### src/six_channel_block_average_normalizer_assert.svh
// Assertion macros for the block average normalizer.
`ifndef SIX_CHANNEL_BLOCK_AVERAGE_NORMALIZER_ASSERT_SVH
`define SIX_CHANNEL_BLOCK_AVERAGE_NORMALIZER_ASSERT_SVH

`ifndef NO_ASSERTIONS
// Clocked check, off while reset is high.
`define SBAN_ASSERT(label, clk, rst, prop, msg) \
   label: assert property (@(posedge clk) disable iff (rst) prop) else $error(msg);
// Clocked check, active during reset as well.
`define SBAN_ASSERT_ALWAYS(label, clk, prop, msg) \
   label: assert property (@(posedge clk) prop) else $error(msg);
`else
`define SBAN_ASSERT(label, clk, rst, prop, msg)
`define SBAN_ASSERT_ALWAYS(label, clk, prop, msg)
`endif

`endif

### src/sban_pkg.sv
// Types, constants and helpers shared by the block average normalizer.
package sban_pkg;

   localparam int CHANNELS      = 6;
   localparam int WINDOW_LENGTH = 5;
   localparam int SAMPLE_BITS   = 12;

   localparam int SLOT_BITS   = 3;
   localparam int FS_BITS     = 12;
   localparam int SCALED_BITS = 14;
   localparam int CSR_INDEX_BITS = 3;

   localparam int DEPTH     = CHANNELS * WINDOW_LENGTH;
   localparam int ADDR_BITS = (DEPTH > 1) ? $clog2(DEPTH) : 1;
   localparam int CH_BITS   = (CHANNELS > 1) ? $clog2(CHANNELS) : 1;
   localparam int K_BITS    = $clog2(WINDOW_LENGTH + 1);
   localparam int SUM_BITS  = SAMPLE_BITS + $clog2(WINDOW_LENGTH);

   // floor(sum / WINDOW_LENGTH) as (sum * RECIP_M) >> RECIP_SHIFT, exact for SUM_BITS inputs
   localparam int RECIP_SHIFT = SUM_BITS + $clog2(WINDOW_LENGTH);
   localparam int RECIP_BITS  = RECIP_SHIFT + 1;
   localparam logic [RECIP_BITS-1:0] RECIP_M =
      RECIP_BITS'(((64'd1 << RECIP_SHIFT) + WINDOW_LENGTH - 1) / WINDOW_LENGTH);

   localparam logic [SCALED_BITS-1:0] SCALE_FACTOR = SCALED_BITS'(10000);
   localparam logic [SCALED_BITS-1:0] SCALE_SAT    = SCALED_BITS'(9999);

   // divider numerator: high part below full scale, low part shifted in one bit a step
   localparam int NUM_BITS     = FS_BITS + SCALED_BITS;
   localparam int DIV_CNT_BITS = $clog2(SCALED_BITS + 1);

   // csr map: full scale of channel i at index CSR_FULL_SCALE_BASE + i
   localparam logic [CSR_INDEX_BITS-1:0] CSR_FULL_SCALE_BASE = '0;

   localparam logic [FS_BITS-1:0] FS_RESET [8] = '{
      FS_BITS'(2000), FS_BITS'(2000), FS_BITS'(2000), FS_BITS'(2000),
      FS_BITS'(3000), FS_BITS'(3000), FS_BITS'(2000), FS_BITS'(2000)
   };

   typedef enum logic [2:0] {
      ST_IDLE,
      ST_WRITE,
      ST_READ,
      ST_RECIP,
      ST_SCALE_MUL,
      ST_DIVIDE,
      ST_FINISH
   } sban_state_type;

   typedef struct packed {
      logic [SLOT_BITS-1:0]   slot_index;
      logic [SAMPLE_BITS-1:0] sample_ch0;
      logic [SAMPLE_BITS-1:0] sample_ch1;
      logic [SAMPLE_BITS-1:0] sample_ch2;
      logic [SAMPLE_BITS-1:0] sample_ch3;
      logic [SAMPLE_BITS-1:0] sample_ch4;
      logic [SAMPLE_BITS-1:0] sample_ch5;
   } req_type;

   typedef struct packed {
      logic [SAMPLE_BITS-1:0] average_ch0;
      logic [SAMPLE_BITS-1:0] average_ch1;
      logic [SAMPLE_BITS-1:0] average_ch2;
      logic [SAMPLE_BITS-1:0] average_ch3;
      logic [SAMPLE_BITS-1:0] average_ch4;
      logic [SAMPLE_BITS-1:0] average_ch5;
      logic [SCALED_BITS-1:0] scaled_ch0;
      logic [SCALED_BITS-1:0] scaled_ch1;
      logic [SCALED_BITS-1:0] scaled_ch2;
      logic [SCALED_BITS-1:0] scaled_ch3;
      logic [SCALED_BITS-1:0] scaled_ch4;
      logic [SCALED_BITS-1:0] scaled_ch5;
   } rsp_type;

   typedef logic [CHANNELS-1:0][SAMPLE_BITS-1:0] sample_vec_type;
   typedef logic [CHANNELS-1:0][SCALED_BITS-1:0] scaled_vec_type;

   typedef struct packed {
      logic busy;
      logic done;
   } div_status_type;

   function automatic sample_vec_type req_samples(req_type r);
      sample_vec_type v;
      v[0] = r.sample_ch0;
      v[1] = r.sample_ch1;
      v[2] = r.sample_ch2;
      v[3] = r.sample_ch3;
      v[4] = r.sample_ch4;
      v[5] = r.sample_ch5;
      return v;
   endfunction

   function automatic rsp_type pack_rsp(sample_vec_type a, scaled_vec_type s);
      rsp_type r;
      r.average_ch0 = a[0];
      r.average_ch1 = a[1];
      r.average_ch2 = a[2];
      r.average_ch3 = a[3];
      r.average_ch4 = a[4];
      r.average_ch5 = a[5];
      r.scaled_ch0  = s[0];
      r.scaled_ch1  = s[1];
      r.scaled_ch2  = s[2];
      r.scaled_ch3  = s[3];
      r.scaled_ch4  = s[4];
      r.scaled_ch5  = s[5];
      return r;
   endfunction

endpackage

### src/sban_window_ram.sv
// Sample window memory: one write port, one registered read port.
module sban_window_ram
   import sban_pkg::*;
(
   input  logic                   clock,
   input  logic                   we,
   input  logic [ADDR_BITS-1:0]   waddr,
   input  logic [SAMPLE_BITS-1:0] wdata,
   input  logic                   re,
   input  logic [ADDR_BITS-1:0]   raddr,
   output logic [SAMPLE_BITS-1:0] rdata
);

   logic [SAMPLE_BITS-1:0] mem_ff [DEPTH];
   logic [SAMPLE_BITS-1:0] rd_data_ff;

   always_ff @(posedge clock) begin
      if (we) begin
         mem_ff[waddr] <= wdata;
      end
   end

   always_ff @(posedge clock) begin
      if (re) begin
         rd_data_ff <= mem_ff[raddr];
      end
   end

   assign rdata = rd_data_ff;

endmodule

### src/sban_divider.sv
// Restoring divider, one quotient bit per cycle.
module sban_divider
   import sban_pkg::*;
(
   input  logic                   clock,
   input  logic                   reset,
   input  logic                   start,
   input  logic [NUM_BITS-1:0]    num,
   input  logic [FS_BITS-1:0]     den,
   output div_status_type         status,
   output logic [SCALED_BITS-1:0] quot
);

   logic                    busy_ff, busy_in;
   logic                    done_ff, done_in;
   logic [DIV_CNT_BITS-1:0] cnt_ff, cnt_in;
   logic [FS_BITS-1:0]      rem_ff, rem_in;
   logic [SCALED_BITS-1:0]  lo_ff, lo_in;
   logic [FS_BITS-1:0]      den_ff, den_in;

   logic [FS_BITS:0] trial;
   logic [FS_BITS:0] diff;
   logic             ge;

   always_comb begin
      trial = {rem_ff, lo_ff[SCALED_BITS-1]};
      ge    = trial >= {1'b0, den_ff};
      diff  = trial - {1'b0, den_ff};

      busy_in = busy_ff;
      done_in = 1'b0;
      cnt_in  = cnt_ff;
      rem_in  = rem_ff;
      lo_in   = lo_ff;
      den_in  = den_ff;

      if (start) begin
         busy_in = 1'b1;
         cnt_in  = '0;
         rem_in  = num[NUM_BITS-1:SCALED_BITS];
         lo_in   = num[SCALED_BITS-1:0];
         den_in  = den;
      end else if (busy_ff) begin
         // remainder stays below the divisor, so it fits FS_BITS
         rem_in = ge ? diff[FS_BITS-1:0] : trial[FS_BITS-1:0];
         lo_in  = {lo_ff[SCALED_BITS-2:0], ge};
         cnt_in = cnt_ff + 1'b1;
         if (cnt_ff == DIV_CNT_BITS'(SCALED_BITS - 1)) begin
            busy_in = 1'b0;
            done_in = 1'b1;
         end
      end
   end

   always_ff @(posedge clock) begin
      if (reset) begin
         busy_ff <= 1'b0;
         done_ff <= 1'b0;
         cnt_ff  <= '0;
      end else begin
         busy_ff <= busy_in;
         done_ff <= done_in;
         cnt_ff  <= cnt_in;
      end
   end

   always_ff @(posedge clock) begin
      rem_ff <= rem_in;
      lo_ff  <= lo_in;
      den_ff <= den_in;
   end

   assign status.busy = busy_ff;
   assign status.done = done_ff;
   assign quot        = lo_ff;

endmodule

### src/six_channel_block_average_normalizer.sv
// Top level of the six-channel block average normalizer.
// Frame with slot 0..3: the item is accepted, then written one channel per memory write.
// Slot 4: the writes, then per channel the window reads, a reciprocal multiply, a scale step
// and the divider (skipped when saturated), then the result is loaded into the output register.
// Out-of-range slot: dropped, no result. A new item is taken only once the block is back in idle.
// Synchronous active-high reset clears window valid bits, full scales to defaults, no item.
`include "six_channel_block_average_normalizer_assert.svh"

module six_channel_block_average_normalizer
   import sban_pkg::*;
(
   input  logic                      clock,
   input  logic                      reset,
   // input items
   input  logic                      req_valid,
   output logic                      req_stall,
   input  req_type                   req_data,
   // result items
   output logic                      rsp_valid,
   input  logic                      rsp_stall,
   output rsp_type                   rsp_data,
   // full scale registers
   input  logic                      csr_valid,
   output logic                      csr_ready,
   input  logic [CSR_INDEX_BITS-1:0] csr_index,
   input  logic [FS_BITS-1:0]        csr_data
);

   localparam int PROD_BITS       = SUM_BITS + RECIP_BITS;
   localparam int SCALE_PROD_BITS = SAMPLE_BITS + SCALED_BITS;

   // ---------------------------------------------------------------- state
   sban_state_type state_ff, state_in;

   req_type                item_ff, item_in;
   logic [CH_BITS-1:0]     ch_ff, ch_in;        // channel being worked on
   logic [ADDR_BITS-1:0]   base_ff, base_in;    // ch_ff * WINDOW_LENGTH
   logic [K_BITS-1:0]      k_ff, k_in;          // read slot counter
   logic [SUM_BITS-1:0]    sum_ff, sum_in;
   logic [SAMPLE_BITS-1:0] avg_ff, avg_in;
   logic [DEPTH-1:0]       win_valid_ff, win_valid_in;  // entry written since reset
   logic                   rd_valid_ff, rd_valid_in;    // travels with the ram read data
   logic [FS_BITS-1:0]     fs_ff [CHANNELS];
   logic [FS_BITS-1:0]     fs_in [CHANNELS];
   sample_vec_type         res_avg_ff, res_avg_in;
   scaled_vec_type         res_scl_ff, res_scl_in;
   logic                   rsp_valid_ff, rsp_valid_in;
   rsp_type                rsp_data_ff, rsp_data_in;

   // ---------------------------------------------------------------- control
   logic                   req_accept;
   logic                   ram_we;
   logic                   ram_re;
   logic [ADDR_BITS-1:0]   ram_waddr;
   logic [ADDR_BITS-1:0]   ram_raddr;
   logic [SAMPLE_BITS-1:0] ram_rdata;
   logic [SAMPLE_BITS-1:0] ram_wdata;
   sample_vec_type         item_samples;
   logic                   last_ch;
   logic                   last_slot;
   logic                   slot_ok;
   logic                   sat;
   logic                   div_start;
   logic                   chan_done;
   logic                   rsp_load;
   logic                   enter_read;

   // ---------------------------------------------------------------- datapath
   logic [PROD_BITS-1:0]       recip_prod;
   logic [SCALE_PROD_BITS-1:0] scale_prod;
   logic [NUM_BITS-1:0]        div_num;
   div_status_type             div_status;
   logic [SCALED_BITS-1:0]     div_quot;
   logic [SCALED_BITS-1:0]     scl_value;
   logic [SAMPLE_BITS-1:0]     rd_sample;

   assign item_samples = req_samples(item_ff);
   assign last_ch      = ch_ff == CH_BITS'(CHANNELS - 1);
   assign last_slot    = item_ff.slot_index == SLOT_BITS'(WINDOW_LENGTH - 1);
   assign slot_ok      = req_data.slot_index < SLOT_BITS'(WINDOW_LENGTH);
   assign sat          = avg_ff >= fs_ff[ch_ff];

   // window mean via the reciprocal, exact over the whole sum range
   assign recip_prod = PROD_BITS'(sum_ff) * PROD_BITS'(RECIP_M);

   // avg < full scale here, so the product fits NUM_BITS and the quotient SCALED_BITS
   assign scale_prod = SCALE_PROD_BITS'(avg_ff) * SCALE_PROD_BITS'(SCALE_FACTOR);
   assign div_num    = NUM_BITS'(scale_prod);

   assign rd_sample = rd_valid_ff ? ram_rdata : '0;
   assign scl_value = sat ? SCALE_SAT : div_quot;

   // ---------------------------------------------------------------- next state
   always_comb begin
      state_in = state_ff;
      case (state_ff)
         ST_IDLE: begin
            if (req_valid) begin
               state_in = slot_ok ? ST_WRITE : ST_IDLE;
            end
         end
         ST_WRITE: begin
            if (last_ch) begin
               state_in = last_slot ? ST_READ : ST_IDLE;
            end
         end
         ST_READ: begin
            if (k_ff == K_BITS'(WINDOW_LENGTH)) begin
               state_in = ST_RECIP;
            end
         end
         ST_RECIP: begin
            state_in = ST_SCALE_MUL;
         end
         ST_SCALE_MUL: begin
            if (sat) begin
               state_in = last_ch ? ST_FINISH : ST_READ;
            end else begin
               state_in = ST_DIVIDE;
            end
         end
         ST_DIVIDE: begin
            if (div_status.done) begin
               state_in = last_ch ? ST_FINISH : ST_READ;
            end
         end
         ST_FINISH: begin
            if (!rsp_valid_ff || !rsp_stall) begin
               state_in = ST_IDLE;
            end
         end
         default: begin
            state_in = ST_IDLE;
         end
      endcase
   end

   // ---------------------------------------------------------------- state outputs
   always_comb begin
      req_stall = 1'b1;
      ram_we    = 1'b0;
      ram_re    = 1'b0;
      div_start = 1'b0;
      chan_done = 1'b0;
      rsp_load  = 1'b0;
      case (state_ff)
         ST_IDLE: begin
            req_stall = 1'b0;
         end
         ST_WRITE: begin
            ram_we = 1'b1;
         end
         ST_READ: begin
            ram_re = k_ff < K_BITS'(WINDOW_LENGTH);
         end
         ST_RECIP: begin
         end
         ST_SCALE_MUL: begin
            div_start = !sat;
            chan_done = sat;
         end
         ST_DIVIDE: begin
            chan_done = div_status.done;
         end
         ST_FINISH: begin
            rsp_load = !rsp_valid_ff || !rsp_stall;
         end
         default: begin
         end
      endcase
   end

   assign req_accept = req_valid && !req_stall;
   assign enter_read = (ram_we && last_ch && last_slot) || (chan_done && !last_ch);

   assign ram_waddr = base_ff + ADDR_BITS'(item_ff.slot_index);
   assign ram_raddr = base_ff + ADDR_BITS'(k_ff);
   assign ram_wdata = item_samples[ch_ff];

   // ---------------------------------------------------------------- register updates
   always_comb begin
      item_in      = item_ff;
      ch_in        = ch_ff;
      base_in      = base_ff;
      k_in         = k_ff;
      sum_in       = sum_ff;
      avg_in       = avg_ff;
      win_valid_in = win_valid_ff;
      rd_valid_in  = rd_valid_ff;
      fs_in        = fs_ff;
      res_avg_in   = res_avg_ff;
      res_scl_in   = res_scl_ff;
      rsp_valid_in = rsp_valid_ff;
      rsp_data_in  = rsp_data_ff;

      if (req_accept) begin
         item_in = req_data;
         ch_in   = '0;
         base_in = '0;
      end

      // channel walk, shared by the write pass and the read pass
      if (ram_we || chan_done) begin
         if (last_ch) begin
            ch_in   = '0;
            base_in = '0;
         end else begin
            ch_in   = ch_ff + 1'b1;
            base_in = base_ff + ADDR_BITS'(WINDOW_LENGTH);
         end
      end

      if (ram_we) begin
         win_valid_in[ram_waddr] = 1'b1;
      end

      if (enter_read) begin
         k_in   = '0;
         sum_in = '0;
      end else if (state_ff == ST_READ) begin
         if (ram_re) begin
            k_in = k_ff + 1'b1;
         end
         // data of slot k_ff-1 is back from the ram now
         if (k_ff != '0) begin
            sum_in = sum_ff + SUM_BITS'(rd_sample);
         end
      end

      if (ram_re) begin
         rd_valid_in = win_valid_ff[ram_raddr];
      end

      if (state_ff == ST_RECIP) begin
         avg_in = SAMPLE_BITS'(recip_prod >> RECIP_SHIFT);
      end

      if (chan_done) begin
         res_avg_in[ch_ff] = avg_ff;
         res_scl_in[ch_ff] = scl_value;
      end

      // output register: a finished result waits here while the next item is taken
      if (rsp_load) begin
         rsp_valid_in = 1'b1;
         rsp_data_in  = pack_rsp(res_avg_ff, res_scl_ff);
      end else if (rsp_valid_ff && !rsp_stall) begin
         rsp_valid_in = 1'b0;
      end

      // indexes past the last channel are dropped
      if (csr_valid && csr_ready &&
          (csr_index - CSR_FULL_SCALE_BASE) < CSR_INDEX_BITS'(CHANNELS)) begin
         fs_in[CH_BITS'(csr_index - CSR_FULL_SCALE_BASE)] = csr_data;
      end
   end

   always_ff @(posedge clock) begin
      if (reset) begin
         state_ff     <= ST_IDLE;
         ch_ff        <= '0;
         base_ff      <= '0;
         k_ff         <= '0;
         win_valid_ff <= '0;
         rsp_valid_ff <= 1'b0;
         for (int c = 0; c < CHANNELS; c++) begin
            fs_ff[c] <= FS_RESET[c % 8];
         end
      end else begin
         state_ff     <= state_in;
         ch_ff        <= ch_in;
         base_ff      <= base_in;
         k_ff         <= k_in;
         win_valid_ff <= win_valid_in;
         rsp_valid_ff <= rsp_valid_in;
         fs_ff        <= fs_in;
      end
   end

   always_ff @(posedge clock) begin
      item_ff     <= item_in;
      sum_ff      <= sum_in;
      avg_ff      <= avg_in;
      rd_valid_ff <= rd_valid_in;
      res_avg_ff  <= res_avg_in;
      res_scl_ff  <= res_scl_in;
      rsp_data_ff <= rsp_data_in;
   end

   // ---------------------------------------------------------------- units
   sban_window_ram u_window_ram (
      .clock (clock),
      .we    (ram_we),
      .waddr (ram_waddr),
      .wdata (ram_wdata),
      .re    (ram_re),
      .raddr (ram_raddr),
      .rdata (ram_rdata)
   );

   sban_divider u_divider (
      .clock  (clock),
      .reset  (reset),
      .start  (div_start),
      .num    (div_num),
      .den    (fs_ff[ch_ff]),
      .status (div_status),
      .quot   (div_quot)
   );

   assign csr_ready = 1'b1;
   assign rsp_valid = rsp_valid_ff;
   assign rsp_data  = rsp_data_ff;

   // ---------------------------------------------------------------- checks
   `SBAN_ASSERT(a_div_start_idle, clock, reset, div_start |-> !div_status.busy, "divider restarted while busy")
   `SBAN_ASSERT(a_done_in_divide, clock, reset, div_status.done |-> (state_ff == ST_DIVIDE), "divider done outside divide state")
   `SBAN_ASSERT(a_rsp_last_slot, clock, reset, rsp_load |-> last_slot, "result from a frame that is not the last slot")
   `SBAN_ASSERT(a_scaled_range, clock, reset, chan_done |-> (scl_value <= SCALE_SAT), "scaled value above saturation")

endmodule
### config.mk
export PLATFORM = sky130hd
export DESIGN_NAME = six_channel_block_average_normalizer
export DESIGN_NICKNAME = d
export VERILOG_FILES = /design/src/sban_pkg.sv /design/src/sban_window_ram.sv /design/src/sban_divider.sv /design/src/six_channel_block_average_normalizer.sv
export VERILOG_INCLUDE_DIRS = /design/src /design/src/src
export SDC_FILE = /design/constraint.sdc
export NUM_CORES = 1
export LEC_CHECK = 0
export BUFFER_PORTS_ARGS = -buffer_cell sky130_fd_sc_hd__buf_2
export CAP_MARGIN = 0
export CORE_AREA = 2 2 278 280
export DETAILED_ROUTE_END_ITERATION = 6
export DIE_AREA = 0 0 280 282
export PLACE_DENSITY = 0.88
export SYNTH_ARGS = -nofsm -noshare
export SYNTH_HDL_FRONTEND = slang
export SYNTH_SLANG_ARGS = --single-unit
### constraint.sdc
create_clock -name clock -period 10.5 [get_ports clock]
set_input_delay 2.1 -clock clock [delete_from_list [all_inputs] [get_ports clock]]
set_output_delay 2.1 -clock clock [all_outputs]
set_load 0.05 [all_outputs]
==> impl_metrics.tcl <==
set metrics [dict create \
    outcome "finished clean" \
    cp_launch_point "ch_ff[1]$_SDFFE_PP0P_" \
    post_layout_nonfiller_instances 4043 \
    regToRegStartpoint "ch_ff[1]$_SDFFE_PP0P_" \
    synth.yosys.seq_area_share 0.653 \
    comb_power_share 0.041 \
    synth_seq_cells 948 \
    final.fill_count 5092 \
    netlist_instances 2672 \
    post_cts_hold_buffer_count 0 \
    final-setup-viol-count 0 \
    post_cts_resized 0 \
    worst_hold_path.endpoint "rsp_data[64]$_DFFE_PP_" \
    die_area_um2 79000 \
    antenna_left 0 \
    gp_congestion 0.894 \
    fin_nets 3376 \
    post-route-min-period_ps 5530 \
    site_rows 101 \
    fin_crit_sh 0.527 \
    ir_drop_worst_case_vdd_mv 0.147 \
    internal_power_uw 5970 \
    global_route.usage.total 0.238 \
    worstHoldPathCells 0 \
    tightest_slew_ps 1400 \
    synth_simple_gate_area_frac 0.0601 \
    reg2reg_slack_ps 4970 \
    leakagePower_uw 0.0176 \
    synth_area_um2 41400 \
    worst_slew_margin_rel 0.0698 \
    critical_path_arrival_ps 5780 \
    synth_compound_area_frac 0.0457 \
    dp_cells 3865 \
    cts-root-to-sink-buffers 3 \
    flow.area_growth_from_synthesis_pct 13.5 \
    ys.flop_type "sky130_fd_sc_hd__edfxtp_1" \
    unrepaired_setup_endpoints_after_global_routing "no" \
    detailed_routing_iterations_pass_1 7 \
    holdCritPathClass "flop to flop" \
    worstRegToRegCells 13 \
    seqPwrFrac 0.545 \
    cts_num_sinks 948 \
    drv.max_cap_violation_count 0 \
    vias_per_cell 5.98 \
    antenna_violations_before_repair 7 \
    clock-skew-final_ps 41.3 \
    die_width_um 280 \
    io_buffer_count 252 \
    power_per_cell_area_nw_per_um2 162 \
    via_count_of_the_first_global_routing_pass 23900 \
    worst_hold_startpoint "res_scl_ff[22]$_DFFE_PP_" \
    dpl.hpwl_um 57900 \
    syn_avg_cell_area_um2 15.5 \
    synth_enable_flop_cells 806 \
    layout.cells.most_common "sky130_fd_sc_hd__edfxtp_1" \
    drt_first_iter_violations 2802 \
    timing.critical_path.required_ps 10750 \
    die_h_um 282 \
    cts_tree "built" \
    cts.root.buffer_cell "sky130_fd_sc_hd__clkbuf_16" \
    core_area_um2 75700 \
    synth.lib_cells_used.distinct 70 \
    final_slew_viol_count 0 \
    post_drt_wl_per_cell_um 23.3 \
    grt_pass1_wl_um 142000 \
    synth-xor-area-share 0.0127 \
    final_cell_mix "sky130_fd_sc_hd__edfxtp_1, sky130_fd_sc_hd__buf_2, sky130_fd_sc_hd__nand2_1" \
    starting_density 0.547 \
    power_frac_clock 0.414 \
    yosys_warnings 0 \
    post-cts-setup-buffer-count 0 \
    ios 254 \
    cts_made_buffers 90 \
    grt_start_max_net_pins 87 \
    netSwitchingPower_uw 1640 \
    end_kind "flop" \
    drc 0 \
    worst_setup_path_start_kind "flop" \
    r2r-end "u_divider.quot[7]$_DFFE_PP_" \
    worst_skew_pair.late_latency_ps 670 \
    post_route_cells_drive_above_1_share 0.213 \
    number_of_levels_in_the_clock_h_tree 3 \
    totalWireLength_um 94300 \
    crit_path_max_fanout 62 \
    timing_worst_setup_path_type "flop to flop" \
    report.final.hold_viol_count 0 \
    route.vias.total 24200 \
    synth_mux_area_frac 0.0935 \
    cts.reportedPaths.clkPinSlew_ps 60 \
    yosys.area_share.adder 0.105 \
    ys_async_sr_fraction 0 \
    maxClockFrequency_ghz 0.181 \
    grt.overflow.total 0 \
    syn-num-nets 3065 \
    timing.setup.tns_ps 0 \
    hold_slack_ps 394 \
    synth_top_family_by_area "adder cells" \
    power.share.switching 0.215 \
]
==> critical path: stages (launching register included) <==
cell                       delay (ps)
sky130_fd_sc_hd__dfxtp_1          310
sky130_fd_sc_hd__buf_4            410
sky130_fd_sc_hd__nand2b_1         720
sky130_fd_sc_hd__buf_4            440
sky130_fd_sc_hd__nor2_1            90
sky130_fd_sc_hd__a21oi_1          160
sky130_fd_sc_hd__ha_1             270
sky130_fd_sc_hd__a21o_1           150
sky130_fd_sc_hd__a21o_1           170
sky130_fd_sc_hd__a21o_1           170
sky130_fd_sc_hd__a221o_1          550
sky130_fd_sc_hd__nor3_4           260
sky130_fd_sc_hd__buf_4            560
sky130_fd_sc_hd__or2_1            840
==> worst max-delay path by stage <==
stage	cells past startpoint	end
floorplan	1	rsp_data[0]$_DFFE_PP_
global placement	21	avg_ff[10]$_DFFE_PN_
detailed placement	21	avg_ff[10]$_DFFE_PN_
CTS	21	avg_ff[10]$_DFFE_PN_
global route	21	avg_ff[10]$_DFFE_PN_
finish	13	u_divider.quot[7]$_DFFE_PP_
==> Yosys cell counts, drive strengths merged (3+ instances only) <==
library cell    n  area, µm²
buf            30        204
or4             4       30.0
a311o           3       30.0
nor2b          12       75.1
edfxtp        806      24200
mux2i          40        400
xnor2          33        297
nor3           35        180
and2           14       87.6
o21a           27        203
inv           206        773
mux2           26        293
nor2          118        443
mux4          141       3180
dfxtp         142       2840
nand4          14       87.6
or3            17        106
o31ai           4       48.8
a2111oi         4       53.8
xor2           26        228
nand3b          3       22.5
or2             6       37.5
a211oi         10       75.1
nand2b         10       62.6
fa             83       1660
a211o           4       35.0
o211ai          8       60.1
o21ai          64        320
clkbuf         62        233
o21bai          4       30.0
and3            7       43.8
nand3          69        345
a21o           32        240
a41oi           3       26.3
nand2         243        912
a31oi           5       31.3
ha            215       2690
a221oi          3       26.3
a21oi         114        574
==> stage by stage <==
stage	cell area, µm²	power (µW)	setup slack [ps]	util
2_1_floorplan	41400	4410	347	-
3_3_place_gp	44000	4500	5130	0.581
3_5_place_dp	44000	4520	5010	0.581
4_1_cts	46900	7630	4990	0.619
5_1_grt	47000	7800	4630	0.620
6_report	47000	7610	4970	0.621
==> logic make-up (layout without fill, tap and decap cells) <==
| family | count (synthesis) | in the layout |
|---|---|---|
| flip-flops | 948 | 948 |
| AND/OR/NAND/NOR | 559 | 559 |
| AO/OA/AOI/OAI | 301 | 301 |
| buffers and inverters | 299 | 683 |
| adder cells (fa/ha/maj) | 298 | 298 |
| multiplexers | 207 | 207 |
| XOR/XNOR | 59 | 59 |
| other | 1 | 10 |
==> registers in the layout, indices dropped and copies added, names as in the netlist, 14 cells and up <==
name                 flops
u_window_ram.mem_ff    360
rsp_data               156
res_scl_ff              84
item_ff                 75
fs_ff                   72
res_avg_ff              72
win_valid_ff            30
sum_ff                  15
u_divider.quot          14
==> routing by layer <==
metal,up-vias,global-route usage,routed length (µm)
li1,10600,-,-
met2,1404,0.400,46400
met1,11900,0.296,35100
met3,293,0.0532,8390
met5,-,0,0
met4,0,0.107,4440
==> power by group through the flow <==
stage | Combinational, µW | Sequential [µW] | Clock (µW)
3_3_place_gp | 281 | 4220 | 0
5_1_grt | 334 | 4150 | 3320
4_1_cts | 300 | 4150 | 3190
2_1_floorplan | 193 | 4220 | 0
3_5_place_dp | 292 | 4230 | 0
6_report | 311 | 4150 | 3150
==> final cells by class <==
type,instances,area (µm²),share of cell area
Clock buffer,118,2450,0.0521
Inverter,207,777,0.0165
Tap cell,978,1220,0.0261
Timing Repair Buffer,311,1730,0.0369
Sequential cell,948,27000,0.576
Antenna cell,9,22.5,0.000479
Clock inverter,47,422,0.00898
Multi-Input combinational cell,1425,13300,0.283
Note: power is estimated with default switching activity, not from simulation.
